**config.mk**
```make
export PLATFORM = sky130hd
export DESIGN_NAME = response_pattern_waiter
export DESIGN_NICKNAME = d
export VERILOG_FILES = /design/src/hw/rtl/rpw_pkg.sv /design/src/hw/rtl/rpw_cell.sv /design/src/hw/rtl/response_pattern_waiter.sv
export SDC_FILE = /design/constraint.sdc
export NUM_CORES = 1
export LEC_CHECK = 0
export BUFFER_PORTS_ARGS = -buffer_cell sky130_fd_sc_hd__buf_2
export CAP_MARGIN = 20
export CORE_ASPECT_RATIO = 1.2
export CORE_MARGIN = 2
export CORE_UTILIZATION = 52
export CTS_CLUSTER_DIAMETER = 120
export DETAILED_ROUTE_END_ITERATION = 16
export GPL_TIMING_DRIVEN = 0
export PLACE_DENSITY = 0.69
export REMOVE_ABC_BUFFERS = 1
export SYNTH_ARGS = -nofsm -noshare
export SYNTH_HDL_FRONTEND = slang
export SYNTH_SLANG_ARGS = --single-unit
export TNS_END_PERCENT = 30
```
**constraint.sdc**
```tcl
create_clock -name clk -period 9.6 [get_ports clk]
set_clock_uncertainty 0.2 [all_clocks]
set_input_delay 0.48 -clock clk [delete_from_list [all_inputs] [get_ports clk]]
set_output_delay 0.48 -clock clk [all_outputs]
set_load 0.01 [all_outputs]
```
**src/hw/rtl/rpw_pkg.sv**
```systemverilog
`default_nettype none

package rpw_pkg;

	localparam int WINDOW_BYTES = 16;
	localparam int BUFFER_BYTES = 8192;
	localparam int PAT_MAX      = (WINDOW_BYTES < 16) ? WINDOW_BYTES : 16;
	localparam int LEN_W        = $clog2(PAT_MAX + 1);
	localparam int POS_W        = $clog2(PAT_MAX);
	localparam int CNT_W        = 14;
	localparam int KB_SHIFT     = 10;
	localparam int KB_W         = CNT_W - KB_SHIFT;
	localparam int TMO_W        = 16;
	localparam int THR_W        = TMO_W + KB_W + 1;
	localparam int TIMER_W      = 32;
	localparam int RETRY_W      = 8;
	localparam int CFG_IDX_W    = 3;
	localparam int CFG_DATA_W   = 64;

	localparam logic [63:0] PATTERN_LOW_RST  = 64'd19279;
	localparam logic [63:0] PATTERN_HIGH_RST = 64'd0;
	localparam logic [4:0]  PATTERN_LEN_RST  = 5'd2;
	localparam logic [7:0]  MAX_RETRIES_RST  = 8'd5;
	localparam logic [15:0] BASE_TMO_RST     = 16'd8000;
	localparam logic [15:0] PER_KB_TMO_RST   = 16'd150;

	typedef enum logic [1:0] {
		MODE_BYTE  = 2'd0,
		MODE_TICK  = 2'd1,
		MODE_START = 2'd2,
		MODE_NONE  = 2'd3
	} mode_t;

	typedef enum logic [2:0] {
		ST_WAIT   = 3'd0,
		ST_MATCH  = 3'd1,
		ST_RESEND = 3'd2,
		ST_FAIL   = 3'd3,
		ST_IDLE   = 3'd4
	} status_t;

	typedef enum logic [CFG_IDX_W-1:0] {
		REG_PAT_LOW    = 3'd0,
		REG_PAT_HIGH   = 3'd1,
		REG_PAT_LEN    = 3'd2,
		REG_MAX_RETRY  = 3'd3,
		REG_BASE_TMO   = 3'd4,
		REG_PER_KB_TMO = 3'd5
	} cfg_reg_t;

	typedef struct packed {
		logic shift;
		logic clear;
	} cell_ctl_t;

endpackage

`default_nettype wire

```
**src/hw/rtl/rpw_cell.sv**
```systemverilog
`default_nettype none

module rpw_cell (
	input  wire logic              clk,
	input  wire logic              arst_n,
	input  wire rpw_pkg::cell_ctl_t ctl,
	input  wire logic [7:0]        left,
	input  wire logic [7:0]        pat,
	input  wire logic              in_use,
	output logic      [7:0]        data,
	output logic                   hit
);

	logic [7:0] data_q;

	always_ff @(posedge clk or negedge arst_n) begin
		if (!arst_n) begin
			data_q <= 8'd0;
		end else if (ctl.clear) begin
			data_q <= 8'd0;
		end else if (ctl.shift) begin
			data_q <= left;
		end
	end

	assign data = data_q;
	// compare the byte this cell takes on the shift
	assign hit  = !in_use || (left == pat);

endmodule

`default_nettype wire

```
**src/hw/rtl/response_pattern_waiter.sv**
```systemverilog
// A result appears in the cycle after its input is accepted. Throughput:
// one transaction per cycle unless stalled; the window compare across the
// cell chain and the timeout threshold are evaluated in the accepting cycle.
// Reset (asynchronous, active low): idle, window, count, timer and retries
// cleared, registers back to their defaults, no result pending.
`default_nettype none

module response_pattern_waiter (
	input  wire logic                                  clk,
	input  wire logic                                  arst_n,
	input  wire logic                                  cfg_we,
	input  wire logic [rpw_pkg::CFG_IDX_W-1:0]         cfg_index,
	input  wire logic [rpw_pkg::CFG_DATA_W-1:0]        cfg_data,
	input  wire logic                                  in_valid,
	output logic                                       in_stall,
	input  wire logic [1:0]                            mode,
	input  wire logic [7:0]                            rx_byte,
	output logic                                       out_valid,
	input  wire logic                                  out_stall,
	output logic [2:0]                                 status,
	output logic [7:0]                                 attempt,
	output logic [13:0]                                stored_count
);

	logic [63:0]                         pattern_low_q;
	logic [63:0]                         pattern_high_q;
	logic [4:0]                          pattern_length_q;
	logic [rpw_pkg::RETRY_W-1:0]         max_retries_q;
	logic [rpw_pkg::TMO_W-1:0]           base_timeout_q;
	logic [rpw_pkg::TMO_W-1:0]           per_kb_timeout_q;

	logic                                busy_q;
	logic [rpw_pkg::CNT_W-1:0]           count_q;
	logic [rpw_pkg::TIMER_W-1:0]         timer_q;
	logic [rpw_pkg::RETRY_W-1:0]         retry_q;

	logic                                out_valid_q;
	rpw_pkg::status_t                    status_q;
	logic [rpw_pkg::RETRY_W-1:0]         attempt_q;
	logic [rpw_pkg::CNT_W-1:0]           stored_q;

	logic                                acc;
	rpw_pkg::mode_t                      mode_in;
	logic [rpw_pkg::LEN_W-1:0]           len_eff;
	logic [rpw_pkg::CNT_W-1:0]           limit;
	logic [rpw_pkg::CNT_W-1:0]           count_inc;
	logic [127:0]                        pat_all;
	logic [rpw_pkg::THR_W-1:0]           threshold;
	logic [rpw_pkg::TIMER_W-1:0]         timer_inc;

	logic                                busy_n;
	logic [rpw_pkg::CNT_W-1:0]           count_n;
	logic [rpw_pkg::TIMER_W-1:0]         timer_n;
	logic [rpw_pkg::RETRY_W-1:0]         retry_n;
	rpw_pkg::status_t                    status_n;
	rpw_pkg::cell_ctl_t                  ctl;

	logic [7:0]                          win [rpw_pkg::WINDOW_BYTES];
	logic [rpw_pkg::WINDOW_BYTES-1:0]    hit;
	logic                                match;

	assign in_stall = out_valid_q && out_stall;
	assign acc      = in_valid && !in_stall;
	assign mode_in  = rpw_pkg::mode_t'(mode);
	assign pat_all  = {pattern_high_q, pattern_low_q};

	always_comb begin
		if (pattern_length_q == 5'd0) begin
			len_eff = rpw_pkg::LEN_W'(1);
		end else if (pattern_length_q > 5'(rpw_pkg::PAT_MAX)) begin
			len_eff = rpw_pkg::LEN_W'(rpw_pkg::PAT_MAX);
		end else begin
			len_eff = rpw_pkg::LEN_W'(pattern_length_q);
		end
	end

	assign limit     = rpw_pkg::CNT_W'(rpw_pkg::BUFFER_BYTES - 1) - rpw_pkg::CNT_W'(len_eff);
	assign count_inc = count_q + rpw_pkg::CNT_W'(1);
	assign threshold = rpw_pkg::THR_W'(base_timeout_q)
		+ rpw_pkg::THR_W'(per_kb_timeout_q)
		* rpw_pkg::THR_W'(count_q[rpw_pkg::CNT_W-1:rpw_pkg::KB_SHIFT]);
	assign timer_inc = (&timer_q) ? timer_q : timer_q + rpw_pkg::TIMER_W'(1);

	for (genvar j = 0; j < rpw_pkg::WINDOW_BYTES; j++) begin : g_cell
		logic [rpw_pkg::POS_W-1:0] pidx;
		logic [7:0]                pat;
		logic                      in_use;

		assign pidx   = rpw_pkg::POS_W'(len_eff - rpw_pkg::LEN_W'(1) - rpw_pkg::LEN_W'(j));
		assign pat    = pat_all[{pidx, 3'b000} +: 8];
		assign in_use = (j < rpw_pkg::PAT_MAX) && (rpw_pkg::LEN_W'(j) < len_eff);

		rpw_cell u_cell (
			.clk    (clk),
			.arst_n (arst_n),
			.ctl    (ctl),
			.left   ((j == 0) ? rx_byte : win[(j == 0) ? 0 : j - 1]),
			.pat    (pat),
			.in_use (in_use),
			.data   (win[j]),
			.hit    (hit[j])
		);
	end

	assign match = (&hit) && (count_inc >= rpw_pkg::CNT_W'(len_eff));

	always_comb begin
		busy_n    = busy_q;
		count_n   = count_q;
		timer_n   = timer_q;
		retry_n   = retry_q;
		status_n  = busy_q ? rpw_pkg::ST_WAIT : rpw_pkg::ST_IDLE;
		ctl.shift = 1'b0;
		ctl.clear = 1'b0;
		if (acc) begin
			unique case (mode_in)
				rpw_pkg::MODE_START: begin
					busy_n    = 1'b1;
					count_n   = '0;
					timer_n   = '0;
					retry_n   = '0;
					ctl.clear = 1'b1;
					status_n  = rpw_pkg::ST_WAIT;
				end
				rpw_pkg::MODE_BYTE: begin
					if (busy_q) begin
						timer_n = '0;
						if (count_q < limit) begin
							ctl.shift = 1'b1;
							count_n   = count_inc;
							if (match) begin
								status_n = rpw_pkg::ST_MATCH;
								busy_n   = 1'b0;
							end
						end
					end
				end
				rpw_pkg::MODE_TICK: begin
					if (busy_q) begin
						timer_n = timer_inc;
						if (timer_inc > rpw_pkg::TIMER_W'(threshold)) begin
							if (retry_q < max_retries_q) begin
								retry_n   = retry_q + rpw_pkg::RETRY_W'(1);
								count_n   = '0;
								timer_n   = '0;
								ctl.clear = 1'b1;
								status_n  = rpw_pkg::ST_RESEND;
							end else begin
								status_n = rpw_pkg::ST_FAIL;
								busy_n   = 1'b0;
							end
						end
					end
				end
				default: begin
				end
			endcase
		end
	end

	always_ff @(posedge clk or negedge arst_n) begin
		if (!arst_n) begin
			pattern_low_q    <= rpw_pkg::PATTERN_LOW_RST;
			pattern_high_q   <= rpw_pkg::PATTERN_HIGH_RST;
			pattern_length_q <= rpw_pkg::PATTERN_LEN_RST;
			max_retries_q    <= rpw_pkg::MAX_RETRIES_RST;
			base_timeout_q   <= rpw_pkg::BASE_TMO_RST;
			per_kb_timeout_q <= rpw_pkg::PER_KB_TMO_RST;
		end else if (cfg_we) begin
			unique case (rpw_pkg::cfg_reg_t'(cfg_index))
				rpw_pkg::REG_PAT_LOW:    pattern_low_q    <= cfg_data;
				rpw_pkg::REG_PAT_HIGH:   pattern_high_q   <= cfg_data;
				rpw_pkg::REG_PAT_LEN:    pattern_length_q <= cfg_data[4:0];
				rpw_pkg::REG_MAX_RETRY:  max_retries_q    <= cfg_data[7:0];
				rpw_pkg::REG_BASE_TMO:   base_timeout_q   <= cfg_data[15:0];
				rpw_pkg::REG_PER_KB_TMO: per_kb_timeout_q <= cfg_data[15:0];
				default: begin
				end
			endcase
		end
	end

	always_ff @(posedge clk or negedge arst_n) begin
		if (!arst_n) begin
			busy_q  <= 1'b0;
			count_q <= '0;
			timer_q <= '0;
			retry_q <= '0;
		end else begin
			busy_q  <= busy_n;
			count_q <= count_n;
			timer_q <= timer_n;
			retry_q <= retry_n;
		end
	end

	always_ff @(posedge clk or negedge arst_n) begin
		if (!arst_n) begin
			out_valid_q <= 1'b0;
		end else if (acc) begin
			out_valid_q <= 1'b1;
		end else if (!out_stall) begin
			out_valid_q <= 1'b0;
		end
	end

	always_ff @(posedge clk) begin
		if (acc) begin
			status_q  <= status_n;
			attempt_q <= retry_n;
			stored_q  <= count_n;
		end
	end

	assign out_valid    = out_valid_q;
	assign status       = status_q;
	assign attempt      = attempt_q;
	assign stored_count = stored_q;

`ifndef SYNTHESIS
	a_count_bound: assert property (@(posedge clk) disable iff (!arst_n)
		count_q < rpw_pkg::CNT_W'(rpw_pkg::BUFFER_BYTES - 1))
		else $error("byte count beyond buffer limit");

	a_match_idles: assert property (@(posedge clk) disable iff (!arst_n)
		acc && (status_n == rpw_pkg::ST_MATCH) |=> !busy_q)
		else $error("still busy after match");

	a_start_clears: assert property (@(posedge clk) disable iff (!arst_n)
		acc && (mode_in == rpw_pkg::MODE_START) |=>
		busy_q && (count_q == '0) && (retry_q == '0) && (timer_q == '0))
		else $error("start did not clear attempt state");
`endif

endmodule

`default_nettype wire
```
Yosys cells after proc, flatten, opt, wreduce, memory -nomap -nowiden
Cells that the tools add are included.
Storage, ports and cells
  bits in registers: 374
  input bits: 82
  output and inout bits: 27
  word-level logic and storage cells: 239
Cells by class
  add/subtract/negate cells: 21
  multipliers: 1
  magnitude comparators: 21
  equality and inequality tests: 26
  shifts and indexed selects: 16
  mux-type cells: 74
  reductions and logical operators: 51
Operator list (number)
  indexed part select 128 x 8 -> 8 bit: 16
  two-way mux 8 bit: 34
  two-way mux 32 bit: 5
  equality test 8 bit: 16
  one-hot mux 32 bit (3 select lines): 1
  two-way mux 14 bit: 6
  one-hot mux 14 bit (3 select lines): 1
  < comparator 4 x 5 -> 1 bit (first input constant): 8
  adder 32 x 1 -> 32 bit (second input constant): 1
  > comparator 32 x 21 -> 1 bit: 1
  AND reduction 32 bit: 1
  subtractor 4 bit (second input constant): 8
  adder 16 x 20 -> 21 bit: 1
  < comparator 3 x 5 -> 1 bit (first input constant): 4
  multiplier 16 x 4 -> 20 bit: 1
  two-way mux 3 bit: 6
  zero test 1 bit: 17
  logical OR 1 bit: 16
  one-hot mux 8 bit (2 select lines): 1
  AND reduction 16 bit: 1
  subtractor 4 x 3 -> 4 bit (second input constant): 4
  adder 14 x 1 -> 14 bit (second input constant): 1
  greater-or-equal comparator 14 x 5 -> 1 bit: 1
  < comparator 14 bit: 1
  29 further kinds: 58

Depth between registers and ports, before layout
  depth after elaboration: 14
  depth in mapped cells: 34
  depth with buffers taken out: 30

Hierarchy
A second synthesis with hierarchy kept.
Unflattened totals
  cells, all modules: 2471
  area total of the unflattened synthesis: 26624.3 sq um
By module, submodules not included
  response_pattern_waiter: times used 1, cells each 1879, area an instance 20017.9 sq um, seq. area each 6508.7 sq um
  rpw_cell: times used 16, cells each 37, area an instance 412.9 sq um, seq. area each 200.2 sq um

Worst setup path after synthesis
Ideal clock, no wire load.
  path kind: flip-flop to flip-flop
  start: register count_q[13] (netlist bit)
  end: register attempt_q (netlist bit attempt[5]) (data pin)
  library setup time: 272 ps
  data arrival time: 6774 ps
  data required time: 9128 ps
  path slack: 2353 ps
  stages on the path, launching flop included: 32
  path buffers: 2
  clock period less this slack: 7247 ps
  cell sequence: dfrtp_1 clkbuf_1 clkbuf_1 nand2_1 fa_1 fa_1 fa_1 inv_1 ha_1 a21o_1 a21oi_1 o21bai_1 a21oi_1 o21bai_1 a21oi_1 o211a_1 a211oi_1 o21a_1 o21a_1 o41a_1 xnor2_1 ha_1 nand4_1 nor2_1 nand4_1 o21ai_0 a21oi_1 nor3_1 nor4_1 and4_1 xnor2_1 nor2_1
On the way
  longest elaborated chain between the ends: 7
Ends and longest elaborated chain
  start, declared: RTL line response_pattern_waiter.sv:33  | logic [rpw_pkg::CNT_W-1:0] count_q;
  start signal, assigned: RTL line response_pattern_waiter.sv:191  | count_q <= count_n;
  multiplier 16 x 4 -> 20 bit: RTL line response_pattern_waiter.sv:81  | * rpw_pkg::THR_W'(count_q[rpw_pkg::CNT_W-1:rpw_pkg::KB_SHIFT]);
  adder 16 x 20 -> 21 bit: RTL line response_pattern_waiter.sv:80  | + rpw_pkg::THR_W'(per_kb_timeout_q)
  > comparator 32 x 21 -> 1 bit: RTL line response_pattern_waiter.sv:141  | if (timer_inc > rpw_pkg::TIMER_W'(threshold)) begin
  two-way mux 8 bit: RTL line response_pattern_waiter.sv:141
  two-way mux 8 bit: RTL line response_pattern_waiter.sv:139  | if (busy_q) begin
  one-hot mux 8 bit (2 select lines): RTL line response_pattern_waiter.sv:116  | unique case (mode_in)
  two-way mux 8 bit: RTL line response_pattern_waiter.sv:115  | if (acc) begin
  via retry_n, one bit: RTL line response_pattern_waiter.sv:54  | logic [rpw_pkg::RETRY_W-1:0] retry_n;
  end signal, assigned: RTL line response_pattern_waiter.sv:210  | attempt_q <= retry_n;
  end, declared: RTL line response_pattern_waiter.sv:39  | logic [rpw_pkg::RETRY_W-1:0] attempt_q;
The timed path passes the listed nets, and every way through them passes these cells.
A chain may end at the register's enable or synchronous reset.

Final worst setup path
  start: register pattern_length_q[4]
  end: register status_q[0] (netlist: status[0]) (data pin)
On the way
  longest elaborated chain between the ends: 14
  elaborated cells between the ends (all ways): 109
  classes of those cells: add/sub: 17; order compare: 19; eq/ne: 16; shift: 16; mux: 6; reduce/logical: 35
Ends and longest elaborated chain
  start, declared: RTL line response_pattern_waiter.sv:27  | logic [4:0] pattern_length_q;
  start signal, assigned: RTL line response_pattern_waiter.sv:165  | pattern_length_q <= rpw_pkg::PATTERN_LEN_RST;
  start signal, assigned: RTL line response_pattern_waiter.sv:173  | rpw_pkg::REG_PAT_LEN: pattern_length_q <= cfg_data[4:0];
  > comparator 5 bit: RTL line response_pattern_waiter.sv:70  | end else if (pattern_length_q > 5'(rpw_pkg::PAT_MAX)) begin
  two-way mux 5 bit: RTL line response_pattern_waiter.sv:70
  two-way mux 5 bit (*): RTL line response_pattern_waiter.sv:68  | if (pattern_length_q == 5'd0) begin
  subtractor 4 x 1 -> 4 bit: RTL line response_pattern_waiter.sv:89  | assign pidx = rpw_pkg::POS_W'(len_eff - rpw_pkg::LEN_W'(1) - rpw_pkg::LEN_W'(j));
  subtractor 4 x 1 -> 4 bit (tied with other cells): RTL line response_pattern_waiter.sv:89
  indexed part select 128 x 8 -> 8 bit: RTL line response_pattern_waiter.sv:90  | assign pat = pat_all[{pidx, 3'b000} +: 8];
  equality test 8 bit: RTL line rpw_cell.sv:28  | assign hit = !in_use || (left == pat);
  logical OR 1 bit: RTL line rpw_cell.sv:28
  AND reduction 16 bit: RTL line response_pattern_waiter.sv:105  | assign match = (&hit) && (count_inc >= rpw_pkg::CNT_W'(len_eff));
  logical AND 1 bit: RTL line response_pattern_waiter.sv:105
  two-way mux 3 bit: RTL line response_pattern_waiter.sv:131  | if (match) begin
  two-way mux 3 bit (*): RTL line response_pattern_waiter.sv:128  | if (count_q < limit) begin
  two-way mux 3 bit (*): RTL line response_pattern_waiter.sv:126  | if (busy_q) begin
  one-hot mux 3 bit (3 select lines) (*): RTL line response_pattern_waiter.sv:116
  via status_n[0]: RTL line response_pattern_waiter.sv:55  | rpw_pkg::status_t status_n;
  end signal, assigned: RTL line response_pattern_waiter.sv:209  | status_q <= status_n;
  end, declared: RTL line response_pattern_waiter.sv:38  | rpw_pkg::status_t status_q;
Mark *: on every way through the listed nets, which the timed path passes. The rest lies on a longest branch.

==> Implementation_results.wiki <==
{| class="wikitable"
! Metric !! Value
|-
| Port Buffers || 108
|-
| Average wire per cell in the routed design || 24.4 um
|-
| Post-detailed-route via-to-cell ratio || around 6.4
|-
| Sum of routed wire segments on met1 || 30.1 mm
|-
| Number of enable flip-flop cells after synthesis || 25
|-
| CTS H-tree depth || 2
|-
| Standard-cell row count || 90
|-
| Relative slew margins || between 10% and 20%
|-
| Total wire length || between 70 and 80 mm
|-
| Detailed-placement wirelength estimate || about 58 mm
|-
| Critical path class || reg2reg
|-
| Antenna violation net count after detailed routing || 0
|-
| Final setup viols || 0
|-
| Max Root-Sink Buffers || 3
|-
| Clock-pin slew reported for the worst setup and hold paths after clock tree synthesis || approximately 0.070 ns
|-
| Post-synthesis average cell area || between 10 and 15 um^2
|-
| Part of the power in registers || 24.4%
|-
| Sink count of the clock tree || 374
|-
| Logic pwr share || ~55%
|-
| WP data arrival || 8.88 ns
|-
| Overall Global Routing Usage || between 30 and 40%
|-
| Most repeated cell in the gate-level netlist after synthesis || sky130_fd_sc_hd__nand2_1
|-
| Metal3 WL || roughly 5.0 mm
|-
| Post-CTS setup repair buffer count || 0
|-
| Area enclosed by the die boundary || 0.0529 mm^2
|-
| Share of flip-flops with an asynchronous set or reset after synthesis || 93.3%
|-
| Synth-to-layout area growth || 14.1%
|-
| Fraction of layout cells with a size suffix above 1 || around a quarter
|-
| Layout Nets || ~2.8k
|-
| Routability congestion estimate from global placement || 0.968
|-
| Global-route wire length before repair || between 100 and 150 mm
|-
| CTS tree || done
|-
| Endpoint class of the critical path || flop
|-
| Startpoint Class || flop
|-
| Netlist cell types || 75
|-
| Effective utilization at floorplan || 52.7%
|-
| Total internal power || between 0.004 and 0.005 W
|-
| Hold violation total from the final report || 0
|-
| Power per cell area || 282 mW/mm^2
|-
| Setup TNS after final layout || 0 ns
|-
| Switching power as a share of total power || between 40% and 50%
|-
| Area share of the leading cell type in the synthesized netlist || 30.8%
|-
| Pins Over Slew Limit || 0
|-
| Maximum net fanout on the critical path || 18
|-
| Design Area, Final || 0.0303 mm^2
|-
| Clk Latency, worst-skew pair || 0.58 ns
|-
| Clock network power share || a little over 20%
|-
| Met2 wire length || around 39 mm
|-
| Sequential cell area fraction in the yosys report || ~36%
|-
| Top Metal Used || met4
|-
| Final critical path time including I/O delays and setup || approximately 8.7 ns
|-
| Pin slew with the least headroom to its limit || 1.22 ns
|-
| First-iteration detailed-routing DRC count || between 2k and 2.5k
|-
| Post-route fraction of the period consumed by the critical path || between 90% and 100%
|-
| Yosys top cell by area || sky130_fd_sc_hd__dfrtp_1
|-
| Placeable core area || between 0.05 and 0.06 mm^2
|-
| Main area contributors after synthesis || sky130_fd_sc_hd__dfrtp_1, sky130_fd_sc_hd__mux4_2, sky130_fd_sc_hd__mux2_2
|-
| Type of the most critical hold path || in2reg
|-
| Result of the run || complete, no violations
|-
| DRC || 0
|-
| Antenna diode count || 0
|-
| I/O pin total || between 100 and 150
|-
| First-pass iteration count of the detailed router || 6
|-
| Cts bufs inserted || 43
|-
| Post-synthesis sequential element count || between 300 and 400
|-
| Total power of the final layout || 0.00855 W
|-
| Power spent charging and discharging nets || between 0.003 and 0.004 W
|-
| Required @ worst endpoint || ~9.7 ns
|-
| Number of antenna violations at the first check in global routing || 4
|-
| Warnings, synthesis || 0
|-
| Die boundary width || about 210 um
|-
| Leakage power || around 13 nW
|-
| Vias in the first global route || roughly 21k
|-
| Maximum clock rate || roughly 110 MHz
|-
| Cells after synthesis || ~2.5k
|-
| Height of the die || about 250 um
|-
| Max-cap violations || 0
|-
| Max rail drop VDD || around 0.00021 V
|-
| Placement-stage cell area || around 0.028 mm^2
|-
| Setup repair after global routing missed its margin || false
|-
| Root Buffer || sky130_fd_sc_hd__clkbuf_16
|-
| Dominant register cell in the synthesized netlist || sky130_fd_sc_hd__dfrtp_1
|-
| Syn Std Cell Area || between 0.02 and 0.03 mm^2
|-
| Grt ovf || 0
|-
| Pin count of the biggest net entering global routing || around 120
|-
| Most frequent cells after synthesis || sky130_fd_sc_hd__nand2_1, sky130_fd_sc_hd__dfrtp_1, sky130_fd_sc_hd__mux2_2, sky130_fd_sc_hd__mux4_2, sky130_fd_sc_hd__a21oi_1
|-
| Via total after detailed routing || between 20k and 25k
|-
| Final-layout fill cell count || 4,114
|}
## power by group through the flow
stage	Combinational (W)	Clock [W]	Sequential, W
4_1_cts	0.00466	0.00175	0.00208
3_5_place_dp	0.00461	0	0.00211
2_1_floorplan	0.00310	0	0.00201
5_1_grt	0.00494	0.00181	0.00212
3_3_place_gp	0.00441	0	0.00208
6_report	0.00473	0.00172	0.00209
## path summary, 6_finish.rpt
path | from | cells past startpoint | endpoint | slack [ns]
worst max-delay path | pattern_length_q[4]$_DFFE_PN0P_ | 20 | status[0]$_DFFE_PP_ | 0.86
min in group asynchronous | arst_n | 2 | timer_q[15]$_DFFE_PN0P_ | 0.24
max in group asynchronous | arst_n | 4 | pattern_high_q[44]$_DFFE_PN0P_ | 7.55
worst min-delay path | cfg_data[8] | 3 | base_timeout_q[8]$_DFFE_PN1P_ | 0.02
worst max register to register | pattern_length_q[4]$_DFFE_PN0P_ | 20 | status[0]$_DFFE_PP_ | 0.86
worst min register to register | max_retries_q[7]$_DFFE_PN0P_ | 1 | max_retries_q[7]$_DFFE_PN0P_ | 0.31
## per-stage QoR
stage / instances / setup WS, ns / hold WS [ns] / util [%]
after CTS: 3243 / 0.0820 / 0.00509 / 60.0
final: 3247 / 0.860 / 0.0196 / 60.2
after global placement: 3066 / -4.23 / 0.287 / 54.2
after detailed placement: 3104 / 0.0988 / 0.254 / 55.9
after floorplan: 2314 / -0.227 / -0.0156 / -
after global routing: 3247 / 0.440 / 0.00355 / 60.2
## critical path: stages, from the launching register on
cell and delay [ns]:
sky130_fd_sc_hd__dfrtp_1 0.81, sky130_fd_sc_hd__clkinv_1 0.52, sky130_fd_sc_hd__nand2_1 0.76, sky130_fd_sc_hd__clkinv_1 0.61, sky130_fd_sc_hd__xnor2_2 0.32, sky130_fd_sc_hd__buf_6 0.20, sky130_fd_sc_hd__inv_2 0.53, sky130_fd_sc_hd__ha_2 0.41
sky130_fd_sc_hd__nor3b_1 0.07, sky130_fd_sc_hd__o221ai_1 0.19, sky130_fd_sc_hd__o211ai_1 0.23, sky130_fd_sc_hd__xnor2_4 0.52, sky130_fd_sc_hd__buf_8 0.25, sky130_fd_sc_hd__mux4_2 0.53, sky130_fd_sc_hd__xor2_1 0.18, sky130_fd_sc_hd__nor4_1 0.67
sky130_fd_sc_hd__a21oi_1 0.15, sky130_fd_sc_hd__nor2_1 0.14, sky130_fd_sc_hd__o2111ai_1 0.14, sky130_fd_sc_hd__or4_1 0.53, sky130_fd_sc_hd__o41ai_1 0.47
## flip-flops by register name (all words and copies together), names as in the netlist
| signal | count |
|---|---|
| g_cell.u_cell.data | 120 |
| pattern_high_q | 64 |
| pattern_low_q | 64 |
| timer_q | 32 |
| base_timeout_q | 16 |
| per_kb_timeout_q | 16 |
| count_q | 14 |
| stored_count | 14 |
| attempt | 8 |
| max_retries_q | 8 |
| retry_q | 8 |
| pattern_length_q | 5 |
| status | 3 |
| busy_q | 1 |
| out_valid | 1 |
## final cells by class
type / count / area [um^2] / area share [%]
multi-input cells: 1832 / 16200 / 53.4
flip-flops and latches: 374 / 9520 / 31.4
clock inverters: 16 / 203 / 0.669
inverters: 108 / 413 / 1.36
well taps: 644 / 806 / 2.66
repair buffers: 211 / 1930 / 6.36
clock buffers: 62 / 1250 / 4.12
## cell usage in the layout, fill, tap and decap left out, types with 20 or more instances in the layout
master / count
sky130_fd_sc_hd__buf_2: 107
sky130_fd_sc_hd__nor4_1: 27
sky130_fd_sc_hd__ha_1: 85
sky130_fd_sc_hd__edfxtp_1: 25
sky130_fd_sc_hd__dfstp_2: 22
sky130_fd_sc_hd__and2_1: 59
sky130_fd_sc_hd__xnor2_1: 91
sky130_fd_sc_hd__nand2_1: 350
sky130_fd_sc_hd__xor2_1: 87
sky130_fd_sc_hd__dlygate4sd3_1: 62
sky130_fd_sc_hd__a31oi_1: 20
sky130_fd_sc_hd__a21oi_1: 159
sky130_fd_sc_hd__inv_1: 101
sky130_fd_sc_hd__a22oi_1: 20
sky130_fd_sc_hd__dfrtp_1: 326
sky130_fd_sc_hd__nor2_1: 71
sky130_fd_sc_hd__a21o_1: 22
sky130_fd_sc_hd__nor3_1: 23
sky130_fd_sc_hd__nand3_1: 54
sky130_fd_sc_hd__nand4_1: 24
sky130_fd_sc_hd__mux2_2: 175
sky130_fd_sc_hd__fa_1: 43
sky130_fd_sc_hd__o21ai_0: 60
sky130_fd_sc_hd__mux4_2: 175
sky130_fd_sc_hd__clkbuf_16: 43
sky130_fd_sc_hd__mux2i_1: 87
## repair_timing
action,4_1_cts,5_1_grt
hold buffers,61,1
resized for setup,0,3
endpoints found under the setup margin,0,2
hold endpoints to repair,171,1
## cell families (layout without fill, tap and decap cells)
group | count (synthesis) | count (layout) | synth area share [%]
mux | 437 | 437 | 25.6
simple gates | 683 | 683 | 12.0
xor+xnor | 184 | 184 | 6.07
buf+inv | 251 | 397 | 3.74
compound gates | 398 | 398 | 9.46
flops | 374 | 374 | 35.8
fa+ha+maj | 130 | 130 | 7.35
## routing by layer
| layer | vias to the layer above | global-route usage [%] |
|---|---|---|
| met4 | 0 | 17.4 |
| met3 | 220 | 4.44 |
| met1 | 10500 | 37.4 |
| met5 | - | 0 |
| met2 | 846 | 51.0 |
| li1 | 9182 | - |
Power figures use the tool's default switching activity.
